**src/rtl/assert_macros.svh**
```systemverilog
// Assertion macros shared by the line rasterizer RTL.
// Depends on nothing; users must have clk and rst in scope.
`ifndef ASSERT_MACROS_SVH
`define ASSERT_MACROS_SVH

// Consequent must hold in the same cycle as the antecedent.
`define ASSERT_SAME(label, ante, cons) \
  label: assert property (@(posedge clk) disable iff (rst) (ante) |-> (cons)) \
    else $error("line rasterizer: same-cycle check failed");

// Consequent must hold in the cycle after the antecedent.
`define ASSERT_NEXT(label, ante, cons) \
  label: assert property (@(posedge clk) disable iff (rst) (ante) |=> (cons)) \
    else $error("line rasterizer: next-cycle check failed");

`endif

```
**src/rtl/mle_zone_pkg.sv**
```systemverilog
// Package for the eight-zone midpoint line rasterizer: widths, beat types,
// opcodes and the zone mapping functions. Depends on nothing.
package mle_zone_pkg;

  localparam int COORD_BITS = 12;
  localparam int WALK_W     = COORD_BITS + 1;
  localparam int AXIS_W     = COORD_BITS + 2;
  localparam int DIAG_W     = COORD_BITS + 3;
  localparam int DEC_W      = COORD_BITS + 4;

  typedef enum logic [0:0] {
    OP_LOAD = 1'b0,
    OP_STEP = 1'b1
  } opcode_t;

  typedef logic [2:0] zone_t;
  localparam zone_t ZONE_0 = 3'd0;
  localparam zone_t ZONE_1 = 3'd1;
  localparam zone_t ZONE_2 = 3'd2;
  localparam zone_t ZONE_3 = 3'd3;
  localparam zone_t ZONE_4 = 3'd4;
  localparam zone_t ZONE_5 = 3'd5;
  localparam zone_t ZONE_6 = 3'd6;
  localparam zone_t ZONE_7 = 3'd7;

  typedef struct packed {
    opcode_t                        opcode;
    logic signed [COORD_BITS-1:0]   x_start;
    logic signed [COORD_BITS-1:0]   y_start;
    logic signed [COORD_BITS-1:0]   x_end;
    logic signed [COORD_BITS-1:0]   y_end;
  } cmd_t;

  typedef struct packed {
    logic signed [COORD_BITS-1:0]   pixel_x;
    logic signed [COORD_BITS-1:0]   pixel_y;
    zone_t                          octant;
    logic                           final_pixel;
  } pix_t;

  typedef struct packed {
    logic signed [WALK_W-1:0] a;
    logic signed [WALK_W-1:0] b;
  } pt_t;

  // Zones 1, 2, 5 and 6 exchange the axes.
  function automatic logic zone_swaps(input zone_t z);
    return z[0] ^ z[1];
  endfunction

  // Zones 2 through 5 mirror the x axis.
  function automatic logic zone_mirror_x(input zone_t z);
    return z[2] ^ z[1];
  endfunction

  // Zones 4 through 7 mirror the y axis.
  function automatic logic zone_mirror_y(input zone_t z);
    return z[2];
  endfunction

  function automatic zone_t pick_zone(input logic signed [WALK_W-1:0] dx,
                                      input logic signed [WALK_W-1:0] dy);
    zone_t z;
    if (!dx[WALK_W-1] && !dy[WALK_W-1]) begin
      z = (dx >= dy) ? ZONE_0 : ZONE_1;
    end else if (dx[WALK_W-1] && !dy[WALK_W-1]) begin
      z = (dy > -dx) ? ZONE_2 : ZONE_3;
    end else if (dx[WALK_W-1]) begin
      z = (-dx >= -dy) ? ZONE_4 : ZONE_5;
    end else begin
      z = (dx >= -dy) ? ZONE_7 : ZONE_6;
    end
    return z;
  endfunction

  function automatic pt_t to_zone0(input zone_t z,
                                   input logic signed [WALK_W-1:0] x,
                                   input logic signed [WALK_W-1:0] y);
    pt_t p;
    if (zone_swaps(z)) begin
      p.a = zone_mirror_y(z) ? -y : y;
      p.b = zone_mirror_x(z) ? -x : x;
    end else begin
      p.a = zone_mirror_x(z) ? -x : x;
      p.b = zone_mirror_y(z) ? -y : y;
    end
    return p;
  endfunction

  function automatic pt_t from_zone0(input zone_t z,
                                     input logic signed [WALK_W-1:0] a,
                                     input logic signed [WALK_W-1:0] b);
    pt_t p;
    logic signed [WALK_W-1:0] x;
    logic signed [WALK_W-1:0] y;
    x = zone_swaps(z) ? b : a;
    y = zone_swaps(z) ? a : b;
    p.a = zone_mirror_x(z) ? -x : x;
    p.b = zone_mirror_y(z) ? -y : y;
    return p;
  endfunction

endpackage

```
**src/rtl/midpoint_line_eight_zone.sv**
```systemverilog
// Eight-zone midpoint line rasterizer, top level; uses mle_zone_pkg and
// assert_macros.svh. A load beat (opcode OP_LOAD) carries two signed
// endpoints and gives no pixel; it classifies the line into one of eight
// zones, folds it into zone 0 and replaces any line still being walked.
// Every step beat (opcode OP_STEP) then gives exactly one pixel beat, in
// original coordinates, with the zone as octant and final_pixel set on the
// end point; after that pixel, and while no line is loaded, step beats are
// consumed without a result. Equal endpoints give a single final pixel.
// The walk state feeds one add and compare and the zone unmapping,
// straight into the pixel output register, so a beat can be accepted
// every cycle and its pixel is valid in the cycle after the step.
// The command side stalls only while a pixel sits in the output register
// and the consumer is not taking it.
`include "assert_macros.svh"

module midpoint_line_eight_zone
  import mle_zone_pkg::*;
(
  input  logic clk,
  input  logic rst,
  input  logic cmd_valid,
  output logic cmd_ready,
  input  cmd_t cmd,
  output logic pix_valid,
  input  logic pix_ready,
  output pix_t pix
);

  // Walk state, all in zone 0 coordinates.
  logic signed [WALK_W-1:0] walk_x;
  logic signed [WALK_W-1:0] walk_y;
  logic signed [WALK_W-1:0] stop_x;
  logic signed [DEC_W-1:0]  decision;
  logic signed [AXIS_W-1:0] axis_increment;
  logic signed [DIAG_W-1:0] diagonal_increment;
  zone_t                    line_zone;
  logic                     line_active;

  logic cmd_fire;
  logic step_emit;

  // Load path: classification and folding of both endpoints.
  logic signed [WALK_W-1:0] x1_ext, y1_ext, x2_ext, y2_ext;
  logic signed [WALK_W-1:0] dx_raw, dy_raw;
  zone_t                    load_zone;
  pt_t                      p_start, p_end;
  logic signed [WALK_W-1:0] dx0, dy0;

  // Step path.
  logic                     at_end;
  pt_t                      p_orig;
  pix_t                     pix_next;
  logic signed [DEC_W-1:0]  decision_next;

  // The output register frees up when empty or drained this cycle.
  assign cmd_ready = !pix_valid || pix_ready;
  assign cmd_fire  = cmd_valid && cmd_ready;
  assign step_emit = cmd_fire && (cmd.opcode == OP_STEP) && line_active;

  always_comb begin
    x1_ext    = WALK_W'(cmd.x_start);
    y1_ext    = WALK_W'(cmd.y_start);
    x2_ext    = WALK_W'(cmd.x_end);
    y2_ext    = WALK_W'(cmd.y_end);
    dx_raw    = x2_ext - x1_ext;
    dy_raw    = y2_ext - y1_ext;
    load_zone = pick_zone(dx_raw, dy_raw);
    p_start   = to_zone0(load_zone, x1_ext, y1_ext);
    p_end     = to_zone0(load_zone, x2_ext, y2_ext);
    // In zone 0 both differences are non-negative and dx0 >= dy0.
    dx0       = p_end.a - p_start.a;
    dy0       = p_end.b - p_start.b;
  end

  always_comb begin
    at_end               = (walk_x == stop_x);
    p_orig               = from_zone0(line_zone, walk_x, walk_y);
    pix_next.pixel_x     = p_orig.a[COORD_BITS-1:0];
    pix_next.pixel_y     = p_orig.b[COORD_BITS-1:0];
    pix_next.octant      = line_zone;
    pix_next.final_pixel = at_end;
    // A tie on the decision variable takes the diagonal step.
    if (decision[DEC_W-1]) begin
      decision_next = decision + DEC_W'(axis_increment);
    end else begin
      decision_next = decision + DEC_W'(diagonal_increment);
    end
  end

  always_ff @(posedge clk) begin
    if (rst) begin
      walk_x             <= '0;
      walk_y             <= '0;
      stop_x             <= '0;
      decision           <= '0;
      axis_increment     <= '0;
      diagonal_increment <= '0;
      line_zone          <= ZONE_0;
      line_active        <= 1'b0;
    end else if (cmd_fire) begin
      case (cmd.opcode)
        OP_LOAD: begin
          walk_x             <= p_start.a;
          walk_y             <= p_start.b;
          stop_x             <= p_end.a;
          decision           <= (DEC_W'(dy0) <<< 1) - DEC_W'(dx0);
          axis_increment     <= AXIS_W'(dy0) <<< 1;
          diagonal_increment <= (DIAG_W'(dy0) <<< 1) - (DIAG_W'(dx0) <<< 1);
          line_zone          <= load_zone;
          line_active        <= 1'b1;
        end
        OP_STEP: begin
          if (line_active) begin
            if (at_end) begin
              line_active <= 1'b0;
            end else begin
              walk_x   <= walk_x + WALK_W'(1);
              decision <= decision_next;
              if (!decision[DEC_W-1]) begin
                walk_y <= walk_y + WALK_W'(1);
              end
            end
          end
        end
        default: begin
          line_active <= line_active;
        end
      endcase
    end
  end

  // Pixel output register.
  always_ff @(posedge clk) begin
    if (rst) begin
      pix_valid <= 1'b0;
    end else if (step_emit) begin
      pix_valid <= 1'b1;
    end else if (pix_ready) begin
      pix_valid <= 1'b0;
    end
  end

  always_ff @(posedge clk) begin
    if (step_emit) begin
      pix <= pix_next;
    end
  end

  `ASSERT_NEXT(a_step_gives_pixel, step_emit, pix_valid)
  `ASSERT_NEXT(a_end_pixel_idles, step_emit && at_end, !line_active && pix.final_pixel)
  `ASSERT_NEXT(a_load_arms_walk, cmd_fire && cmd.opcode == OP_LOAD, line_active)
  `ASSERT_SAME(a_walk_within_line, line_active, walk_x <= stop_x)

endmodule

```
**config.mk**
```make
export PLATFORM = sky130hd
export DESIGN_NAME = midpoint_line_eight_zone
export DESIGN_NICKNAME = d
export VERILOG_FILES = /design/src/rtl/mle_zone_pkg.sv /design/src/rtl/midpoint_line_eight_zone.sv
export VERILOG_INCLUDE_DIRS = /design/src /design/src/rtl
export SDC_FILE = /design/constraint.sdc
export NUM_CORES = 1
export LEC_CHECK = 0
export BUFFER_PORTS_ARGS = -buffer_cell sky130_fd_sc_hd__buf_2
export CAP_MARGIN = 15
export CORE_ASPECT_RATIO = 1.75
export CORE_MARGIN = 3
export CORE_UTILIZATION = 45
export DETAILED_ROUTE_END_ITERATION = 8
export HOLD_SLACK_MARGIN = 0.03
export PLACE_DENSITY = 0.66
export REMOVE_ABC_BUFFERS = 1
export SETUP_SLACK_MARGIN = 0.4
export SLEW_MARGIN = 20
export SYNTH_ARGS = -nofsm -noshare
export SYNTH_HDL_FRONTEND = slang
export SYNTH_SLANG_ARGS = --single-unit
```
**constraint.sdc**
```tcl
create_clock -name clk -period 16.4 [get_ports clk]
set_clock_uncertainty 0.2 [all_clocks]
set_input_delay 1.64 -clock clk [delete_from_list [all_inputs] [get_ports clk]]
set_output_delay 1.64 -clock clk [all_outputs]
set_load 0.01 [all_outputs]
```
# Word-level counts from Yosys, hierarchy flattened
# Index checks and enable logic that the tools add are counted.
# totals
regBits	116
output_inout_bits	30
wordCells	90
# classes
magnitude_cmp	4
n_reduce_logical	13
muxes	33
bitwise	5
eq_ne	4
n_addsub	18
# op_table
cell	count
two-way mux 13 bit	9
two-way mux 26 bit	2
negation 12 -> 13 bit	4
case mux 13 bit (2 select lines)	2
two-way mux 12 bit	4
two-way mux 16 bit	3
greater-or-equal comparator 13 bit	3
case mux 16 bit (2 select lines)	1
adder 13 x 2 -> 13 bit, second input constant	2
negation 13 bit	2
subtractor 12 x 12 -> 13 bit	2
subtractor 13 bit	2
negation 12 bit	2
adder 16 x 14 -> 16 bit	1
adder 16 x 15 -> 16 bit	1
subtractor 14 x 13 -> 15 bit	1
subtractor 14 x 14 -> 15 bit	1
== test 13 bit	1
> comparator 13 bit	1
two-way mux 1 bit	8
two-way mux 3 bit	2
logical AND 1 bit	5
!= test 2 bit, second input constant	2
AND reduction 4 bit	1
10 further kinds	15

# Depth between registers and ports, before layout
# Gate-level depths: netlist of the first run.
# logic_depth
depth_word	13
ltp_mapped	54

# Worst setup path before layout of the first run
# OpenSTA, ideal clock, no wires.
# synth_timing
path_kind	input -> register
from	in cmd[38] in the netlist's numbering
to	reg decision[13]
t_required_ns	16.114
path_slack_ns	4.369
t_arrival_ns	11.746
path_stages	47
path_cell_list	clkbuf_1 > inv_1 > ha_1 > nor2b_1 > a221oi_1 > xnor2_1 > a2111oi_4 > nand4bb_1 > or3_1 > xnor2_1 > ha_1 > nand3_1 > nor2_1 > nand2_1 > or4_1 > o21a_1 > nor3_1 > o221a_1 > [... 11 more ...] > maj3_1 > maj3_1 > maj3_1 > maj3_1 > a21oi_1 > o21ai_0 > nor3_1 > or2_1 > xor2_2 > inv_2 > ha_1 > a21oi_1 > o21ai_0 > a31o_2 > maj3_1 > a21o_1 > xnor2_1 > a211oi_1
# synth_between
elab_chain_len	12
elab_cells_between_ends	29
cone_classes	6 x add/sub; 4 x order compare; 14 x mux; 2 x bitwise; 3 x reduce/logical
# synth_lines
element	line	text
start: declaration	midpoint_line_eight_zone.sv:23	input cmd_t cmd,
subtractor 12 x 12 -> 13 bit	midpoint_line_eight_zone.sv:65	dx_raw = x2_ext - x1_ext;
negation 13 bit	mle_zone_pkg.sv:67, mle_zone_pkg.sv:69	
greater-or-equal comparator 13 bit	mle_zone_pkg.sv:69	z = (-dx >= -dy) ? ZONE_4 : ZONE_5;
two-way mux 1 bit	mle_zone_pkg.sv:69	
two-way mux 2 bit	mle_zone_pkg.sv:68	end else if (dx[WALK_W-1]) begin
two-way mux 3 bit	mle_zone_pkg.sv:66	end else if (dx[WALK_W-1] && !dy[WALK_W-1]) begin
two-way mux 3 bit	mle_zone_pkg.sv:64	if (!dx[WALK_W-1] && !dy[WALK_W-1]) begin
XOR 1 bit	mle_zone_pkg.sv:48	return z[0] ^ z[1];
two-way mux 26 bit	mle_zone_pkg.sv:80	if (zone_swaps(z)) begin
subtractor 13 bit (on tied branches)	midpoint_line_eight_zone.sv:72, midpoint_line_eight_zone.sv:71	
subtractor 14 x 13 -> 15 bit *	midpoint_line_eight_zone.sv:106	decision <= (DEC_W'(dy0) <<< 1) - DEC_W'(dx0);
case mux 16 bit (2 select lines) *	midpoint_line_eight_zone.sv:101	case (cmd.opcode)
end signal: assignment	midpoint_line_eight_zone.sv:106	
end signal: assignment	midpoint_line_eight_zone.sv:118	decision <= decision_next;
end: declaration	midpoint_line_eight_zone.sv:33	logic signed [DEC_W-1:0] decision;
# Every way passes the cells marked *; elsewhere a longest branch is shown, timed or not.
# A chain may end at the register's enable or synchronous reset.

# Final worst setup path of the first run
# layout_timing
from	in cmd[0] in the netlist's numbering
to	reg decision[13]
# layout_between
elab_chain_len	12
elab_cells_between_ends	29
cone_classes	6 x add/sub; 4 x order compare; 14 x mux; 2 x bitwise; 3 x reduce/logical
# layout_lines
element	line	text
subtractor 12 x 12 -> 13 bit	midpoint_line_eight_zone.sv:66	dy_raw = y2_ext - y1_ext;
negation 13 bit	mle_zone_pkg.sv:69, mle_zone_pkg.sv:71	
greater-or-equal comparator 13 bit (on tied branches)	mle_zone_pkg.sv:71, mle_zone_pkg.sv:69	
two-way mux 1 bit (on tied branches)	mle_zone_pkg.sv:71, mle_zone_pkg.sv:69	
two-way mux 2 bit	mle_zone_pkg.sv:68	
two-way mux 3 bit	mle_zone_pkg.sv:66	
two-way mux 3 bit	mle_zone_pkg.sv:64	
XOR 1 bit	mle_zone_pkg.sv:48	
two-way mux 26 bit	mle_zone_pkg.sv:80	
subtractor 13 bit (on tied branches)	midpoint_line_eight_zone.sv:72, midpoint_line_eight_zone.sv:71	
subtractor 14 x 13 -> 15 bit *	midpoint_line_eight_zone.sv:106	
case mux 16 bit (2 select lines) *	midpoint_line_eight_zone.sv:101	
# Marked as above.

==> out/metrics.yaml, run 1 <==
run_status:
  outcome: "finished clean"
clock_network:
  postCtsHoldBufs: 0
  clock_path_buffers: 2
  numCtsBuffers: 17
  cts_setup_buffers: 0
  clock_sinks: 113
  path_clk_slew_ps: 60
  clk-insertion-delay-late_ps: 420
  postCtsResizedCells: 0
  clockRootBuffer: "clkbuf_16"
  htree_levels: 4
  tritoncts: "built"
sta:
  rsz0062_at_grt: "no"
  fin_crit_sh_pct: 78.0
  drv_slew: 0
  relSlewSlack_pct: 28.5
  worst_pin_slew_ps: 1060
  hold_viol: 0
  hold_ws_ps: 251
  timing.fmax_ghz: 0.0782
  fin_setup_tns_ps: 0
  min_period_ps: 12790
  setup_viol: 0
floorplanning:
  die_area_um2: 31900
  rows: 82
  start_util_pct: 46.2
  die_width_um: 136
  design.core.area_um2: 28900
  die_y_um: 234
  pin_count: 83
synth:
  ys.flop_type: "dfxtp_1"
  synth_warnings: 0
  synth_area_leaders: "dfxtp_1 (13%), ha_1 (12%), xnor2_1 (8.2%)"
  post-synth-top-area-fraction_pct: 12.7
  synth_edf_count: 28
  yosysTopAreaCell: "dfxtp_1"
  ys_seq_area_share_pct: 19.0
  avgSynthCellArea_um2: 7.61
  synth.distinct_cells: 91
  syn_area_um2: 13400
  ys_ff_latch: 113
  async_flop_share_pct: 0
  synth_cells: 1755
layout:
  drive_above_1_share_pct: 10.1
  nNetsFinal: 1980
  layout_common_cells: "nand2_1 (182), nor2_1 (148), ha_1 (132)"
  finish.instance_area_um2: 14700
  final_core_util_pct: 50.7
  antenna_cells: 0
  final_common_cell: "nand2_1"
  syn2layout_area_growth_pct: 9.83
setup_path:
  slowest_delay_ps: 620
  cp-end-kind: "register"
  cpMostUsedCell: "maj3_1"
  crit_arrival_ps: 12930
  crit_type: "in -> reg"
  critPathSlowestCell: "nor3_1"
  crit_fanout: 13
  startpoint_type: "input port"
  reg2reg_depth: 20
  critPathRequiredTime_ps: 16540
placement:
  dp_hpwl_um: 35100
  gp_congestion: 1.12
  port_buffers: 82
  dpl_cell_area_um2: 14100
route:
  drc: 0
  dr.pass1.iters: 5
  vias: 12774
  viasPerCell: 5.86
  first_iter_violations: 683
  ant_nets: 0
  routedWlPerCell_um: 19.5
  wl_um: 42500
flow_run:
  maxCapViolations: 0
global_route:
  grt_pass1_wl_um: 66900
  first_global_vias: 12838
  grt_overflow: 0
  grt.total_usage_pct: 27.1
  antenna_found_initial: 0
  grt_max_degree: 67
worst_hold_path:
  hp-class: "reg -> reg"
  hold_depth: 2
-- worst max-delay path: cells and delay by family --
family,cells,cell delay (ps)
simple gates,14,3180
compound gates,15,3330
xor+xnor,3,570
buf+inv,3,260
fa+ha+maj,11,3890
-- per-layer routing --
layer	global-route usage (%)	wire length, um
met5	0	0
met4	19.4	3400
met3	2.58	1100
met2	52.0	22900
met1	26.4	15100
-- registers in the layout (all words and copies together) (netlist names) --
signal              cells
pix                    28
decision               15
diagonal_increment     14
axis_increment         13
stop_x                 13
walk_x                 13
walk_y                 12
line_zone               3
line_active             1
pix_valid               1
-- through the flow --
| step | setup WS (ps) | instances |
|---|---|---|
| after floorplan | 4360 | 1672 |
| after detailed placement | 3280 | 2147 |
| after global placement | 3530 | 2147 |
| after CTS | 3730 | 2179 |
| final | 3610 | 2179 |
| after global routing | 2950 | 2179 |
-- kinds of logic after synthesis --
logic type	after synthesis	share of synthesized area (%)
AOI/OAI and AO/OA	449	21.6
xor gates and xnor gates	184	12.4
adders and majority gates	152	14.4
buffers and inverters	196	5.65
DFF	113	19.0
muxes	81	6.32
and+or+nand+nor	580	20.6
-- worst paths after layout --
kind                                       from                            endpoint  slack [ps]
max                                      cmd[0]           decision[13]$_SDFFE_PP0P_        3610
min          diagonal_increment[7]$_SDFFE_PP0P_  diagonal_increment[7]$_SDFFE_PP0P_         250
max reg2reg           decision[15]$_SDFFE_PP0P_           decision[14]$_SDFFE_PP0P_       11790
min reg2reg  diagonal_increment[7]$_SDFFE_PP0P_  diagonal_increment[7]$_SDFFE_PP0P_         250
-- cells in the mapped netlist, types with 8 or more instances --
cell,n
a22oi_1,21
edfxtp_1,28
xor2_1,55
nor2b_1,21
nand4_1,14
nor2_1,149
a21o_1,25
xnor2_1,125
or3_1,22
mux2i_1,57
nand2_1,182
o31ai_1,11
clkbuf_1,71
nand2b_1,21
a311oi_1,9
maj3_1,12
mux2_2,23
a211oi_1,26
o21a_1,9
nand3_1,45
a21oi_1,124
o22ai_1,8
and2_1,11
a31oi_1,22
o21bai_1,14
and3_1,11
nor3_1,57
or4_1,8
nor4_1,9
ha_1,132
inv_1,107
dfxtp_1,85
o21ai_0,108
buf_1,8
-- layout make-up --
type / count / area [um^2]
flip-flops and latches: 113 / 2540
well taps: 378 / 473
repair buffers: 97 / 523
inverters: 113 / 424
clock inverters: 12 / 126
clock buffers: 20 / 489
multi-input cells: 1446 / 10100
fillers: 2864 / 14300
Power of run 1 is left out: the tool's default activity adds up to more than one toggle a clock period on the data nets, which glitch-free logic cannot reach.
==> run 2: changes to the inputs <==
==> constraint.sdc (replaced) <==
create_clock -name clk -period 12.6 [get_ports clk]
set_clock_uncertainty 0.2 [all_clocks]
set_input_delay 1.26 -clock clk [delete_from_list [all_inputs] [get_ports clk]]
set_output_delay 1.26 -clock clk [all_outputs]
set_load 0.01 [all_outputs]
==> run 2 against run 1 <==
Against the previous run:
- global-route usage up 0.14 points
- core utilization up 0.62 points
- first-iteration DRC count down 13%
- sequential share of layout area down 0.21 points
- register-to-register slack worse by 3800 ps
==> out/metrics.yaml, run 2 (synthesis gave the netlist of run 1 again) <==
global_route:
  antenna_found_initial: 0  # unchanged
  busiest_layer: "met2"
  grt_util_met1_pct: 26.2  # -0.21 points
  grt_use_met2_pct: 53.8  # +1.7 points
  grt_overflow: 0  # unchanged
  grt_max_degree: 68  # +1.5%
  grt.total_usage_pct: 27.2  # +0.14 points
  first_global_vias: 12810  # -0.22%
  grt_pass1_wl_um: 67100  # +0.33%
  grt_use_met3_pct: 2.32  # -0.26 points
worst_hold_path:
  hp-class: "reg -> reg"
  worstHoldStart: "diagonal_increment[11]$_SDFFE_PP0P_"
  hold_depth: 2  # unchanged
route:
  routedWlPerCell_um: 19.8  # +1.2%
  ant_nets: 0  # unchanged
  wl_um: 43400  # +2.1%
  viasPerCell: 5.86  # about the same
  vias: 12888  # +0.89%
  dr.pass1.iters: 5  # unchanged
  drc: 0  # unchanged
  first_iter_violations: 597  # -13%
sta:
  fin_crit_sh_pct: 91.8
  min_period_ps: 11560
  worst_pin_slew_ps: 1010  # -51.8 ps
  timing.fmax_ghz: 0.0865
  hold_viol: 0  # unchanged
  rsz0062_at_grt: "no"
  setup_viol: 0  # unchanged
  relSlewSlack_pct: 32.5  # +4.0 points
  drv_slew: 0  # unchanged
  fin_setup_tns_ps: 0  # unchanged
  layout_setup_ws_ps: 1040  # -2580 ps
floorplanning:
  pin_count: 83  # unchanged
  die_width_um: 136  # unchanged
  rows: 82  # unchanged
  design.core.area_um2: 28900  # unchanged
  start_util_pct: 46.2  # unchanged
  die_area_um2: 31900  # unchanged
  die_y_um: 234  # unchanged
clock_network:
  htree_levels: 4  # unchanged
  numCtsBuffers: 17  # unchanged
  clockRootBuffer: "clkbuf_16"
  clock_path_buffers: 2  # unchanged
  postCtsHoldBufs: 0  # unchanged
  path_clk_slew_ps: 60  # about the same
  clk-insertion-delay-late_ps: 430  # about the same
  tritoncts: "built"
  clock_sinks: 113  # unchanged
layout:
  final_cells: 2198  # +0.87%
  layout_common_cells: "nand2_1 (181), nor2_1 (148), ha_1 (132)"
  final_common_cell: "nand2_1"
  fillerInstances: 2919  # +1.9%
  drive_above_1_share_pct: 11.4  # +1.3 points
  reg_top3: "pix (28), decision (15), diagonal_increment (14)"
  largest_register: "pix"
  nNetsFinal: 1999  # +0.96%
  antenna_cells: 0  # unchanged
  final_core_util_pct: 51.4  # +0.62 points
  largest_reg_flops: 28  # unchanged
  syn2layout_area_growth_pct: 11.2
run_status:
  outcome: "finished clean"
flow_run:
  maxCapViolations: 0  # unchanged
placement:
  gp_congestion: 0.930  # -17%
  dpl.cell_count: 2164  # +0.79%
  port_buffers: 82  # unchanged
  dp_worst_setup_slack_ps: 163  # -3110 ps
  dp_hpwl_um: 36000  # +2.5%
setup_path:
  crit_fanout: 11  # -2
  crit_arrival_ps: 11700  # -1230 ps
  r2r-start: "decision[15]$_SDFFE_PP0P_"
  critPathRequiredTime_ps: 12740  # -3800 ps
  reg2reg_depth: 22  # +10%
  cp-end-kind: "register"
  critPathSlowestCell: "or4_1"
  worstSetupStartpoint: "cmd[12]"
  slowest_delay_ps: 560  # -60 ps
  startpoint_type: "input port"
  crit_type: "in -> reg"
-- run 2: routing by layer --
metal  part of all wire, %  vias to the layer above
met5                     0                        -
met4                   7.3                        0
met3                   2.7                      128
met2                    55                      304
met1                    35                     6078
li1                      -                     6378
-- run 2: final cells by class --
type,count,area (um^2),share of cell area (%)
clock buffers,23,509,3.43
clock inverters,9,77.6,0.522
inverters,113,424,2.85
multi-input cells,1446,10200,68.4
flip-flops and latches,113,2540,17.1
well taps,378,473,3.18
repair buffers,116,669,4.51
-- run 2: per-stage QoR --
| stage | cell area, um^2 | hold WS [ps] |
|---|---|---|
| detailed placement | 14200 | 243 |
| floorplan | 13000 | 223 |
| global route | 14900 | 268 |
| finish | 14900 | 251 |
| global placement | 14200 | 238 |
| CTS | 14800 | 251 |
-- run 2: path summary, 6_finish.rpt --
check / to / slack [ps]
worst max-delay path: decision[13]$_SDFFE_PP0P_ / 1040
worst min register to register: diagonal_increment[11]$_SDFFE_PP0P_ / 250
worst min-delay path: diagonal_increment[11]$_SDFFE_PP0P_ / 250
worst max register to register: decision[15]$_SDFFE_PP0P_ / 7970
-- run 2: what timing repair did --
action / in CTS / in global routing
endpoints found under the setup margin: 0 / 10
buffers inserted: 0 / 2
gates resized for setup: 0 / 12
-- run 2: worst max-delay path: cells and delay by family --
family                   cells  cell delay, ps
XOR/XNOR                     4             740
multiplexers                 1             370
adder cells (fa/ha/maj)      9            3230
AND/OR/NAND/NOR             15            2930
buffers and inverters        4             450
AO/OA/AOI/OAI               11            2730
Power of run 2 is left out for the same reason.
==> run 3: changes to the inputs <==
--- a/config.mk
+++ b/config.mk
@@ -6,7 +6,7 @@
 export SDC_FILE = /design/constraint.sdc
 export NUM_CORES = 1
 export LEC_CHECK = 0
-export BUFFER_PORTS_ARGS = -buffer_cell sky130_fd_sc_hd__buf_2
+export BUFFER_PORTS_ARGS = -buffer_cell sky130_fd_sc_hd__buf_4
 export CAP_MARGIN = 15
 export CORE_ASPECT_RATIO = 1.75
 export CORE_MARGIN = 3
==> run 3 against run 2 <==
Against the previous run:
- non-clock buffer count is 4 lower
- core utilization is 0.69 points higher
- clock-buffer cell count stayed put
- cell area is 1.3% higher
- global-route usage is 0.097 points lower
- first-iteration DRC count stayed put
- flip-flop and latch count stayed put
- routed wire length hardly changed
- setup slack better by 38 ps
- via count is 0.46% higher
- worst hold slack worse by 3.1 ps
- largest cell class unchanged
==> out/metrics.yaml, run 3 (synthesis gave the netlist of run 1 again) <==
clock_network:
  tritoncts: "built"
  postCtsHoldBufs: 0  # unchanged
  numCtsBuffers: 17  # unchanged
  clockRootBuffer: "clkbuf_16"
  clock_sinks: 113  # unchanged
  clk-insertion-delay-late_ps: 440  # about the same
  clock_path_buffers: 2  # unchanged
  path_clk_slew_ps: 60  # about the same
  htree_levels: 4  # unchanged
setup_path:
  crit_fanout: 14  # +3
  startpoint_type: "input port"
  r2r-start: "decision[15]$_SDFFE_PP0P_"
  slowest_delay_ps: 510  # -50 ps
  critPathSlowestCell: "xnor2_1"
  rr_endpoint: "decision[15]$_SDFFE_PP0P_"
  cp-end-kind: "register"
  reg2reg_slack_ps: 7980  # about the same
  cpMostUsedCell: "maj3_1"
  crit_arrival_ps: 11670  # -30 ps
  reg2reg_depth: 22  # unchanged
  critPathRequiredTime_ps: 12740  # about the same
  crit_type: "in -> reg"
global_route:
  antenna_found_initial: 0  # unchanged
  first_global_vias: 12849  # +0.30%
  grt.total_usage_pct: 27.1  # -0.097 points
  grt_pass1_wl_um: 66900  # -0.29%
  grt_max_degree: 74  # +8.8%
  grt_overflow: 0  # unchanged
sta:
  hold_viol: 0  # unchanged
  worst_pin_slew_ps: 1060  # +51.2 ps
  fin_setup_tns_ps: 0  # unchanged
  rsz0062_at_grt: "no"
  relSlewSlack_pct: 28.5  # -4.0 points
  layout_setup_ws_ps: 1080  # +38.3 ps
  drv_slew: 0  # unchanged
  timing.fmax_ghz: 0.0868  # +0.33%
  fin_crit_sh_pct: 91.5  # -0.30 points
  setup_viol: 0  # unchanged
  min_period_ps: 11520  # -38.3 ps
layout:
  largest_reg_flops: 28  # unchanged
  antenna_cells: 0  # unchanged
  largest_register: "pix"
  final_core_util_pct: 52.0  # +0.69 points
  nNetsFinal: 1995  # -0.20%
  syn2layout_area_growth_pct: 12.7
  drive_above_1_share_pct: 11.2  # -0.25 points
  final_common_cell: "nand2_1"
  reg_top3: "pix (28), decision (15), diagonal_increment (14)"
  final_cells: 2194  # -0.18%
  layout_common_cells: "nand2_1 (182), nor2_1 (148), ha_1 (132)"
placement:
  dpl.cell_count: 2161  # -0.14%
  dp_worst_setup_slack_ps: 163  # -0.178 ps
  port_buffers: 82  # unchanged
  gp_congestion: 0.969  # +4.2%
  dp_hpwl_um: 35900  # -0.15%
route:
  vias: 12947  # +0.46%
  ant_nets: 0  # unchanged
  routedWlPerCell_um: 19.8  # +0.17%
  wl_um: 43400  # about the same
  dr.pass1.iters: 7  # +2
  viasPerCell: 5.90  # +0.64%
  drc: 0  # unchanged
  first_iter_violations: 597  # unchanged
floorplanning:
  pin_count: 83  # unchanged
  die_y_um: 234  # unchanged
  die_area_um2: 31900  # unchanged
  design.core.area_um2: 28900  # unchanged
  die_width_um: 136  # unchanged
  rows: 82  # unchanged
  start_util_pct: 46.2  # unchanged
worst_hold_path:
  worstHoldStart: "diagonal_increment[4]$_SDFFE_PP0P_"
  hp-class: "reg -> reg"
  min_to: "diagonal_increment[4]$_SDFFE_PP0P_"
  hold_depth: 2  # unchanged
flow_run:
  maxCapViolations: 0  # unchanged
run_status:
  outcome: "finished clean"
==> run 3: final cells by class <==
cell class | count | area, um^2
fillers | 2915 | 13900
multi-input cells | 1446 | 10200
flip-flops and latches | 113 | 2540
repair buffers | 112 | 841
clock buffers | 23 | 500
well taps | 378 | 473
inverters | 113 | 424
clock inverters | 9 | 125
==> run 3: repair_timing <==
action,CTS,global route
buffers inserted,0,1
endpoints found under the setup margin,0,10
gates resized for setup,0,10
==> run 3: worst max-delay path by stage <==
stage,from,to,depth (start not counted)
after global routing,cmd[12],decision[13]$_SDFFE_PP0P_,47
after floorplan,cmd[12],decision[13]$_SDFFE_PP0P_,43
final,cmd[12],decision[13]$_SDFFE_PP0P_,48
after detailed placement,cmd[0],decision[15]$_SDFFE_PP0P_,45
after CTS,cmd[0],decision[15]$_SDFFE_PP0P_,46
after global placement,cmd[0],decision[13]$_SDFFE_PP0P_,46
==> run 3: worst max-delay path, delay by kind of cell <==
family | cells | cell delay (ps)
adder cells (fa/ha/maj) | 11 | 3860
AO/OA/AOI/OAI | 15 | 3110
AND/OR/NAND/NOR | 13 | 1700
XOR/XNOR | 4 | 1110
buffers and inverters | 5 | 560
==> run 3: through the flow <==
stage,hold slack [ps],cell area [um^2]
detailed placement,243,14400
CTS,250,15000
finish,248,15100
floorplan,223,13000
global placement,238,14400
global route,272,15100
==> run 3: layer usage <==
layer	vias up	wire length, um	share of wire [%]	track usage [%]
li1	6367	-	-	-
met1	6090	15000	34	25.9
met2	357	23600	54	52.8
met3	133	1430	3.3	2.53
met4	0	3370	7.8	19.4
met5	-	0	0	0
Power of run 3 is left out for the same reason.
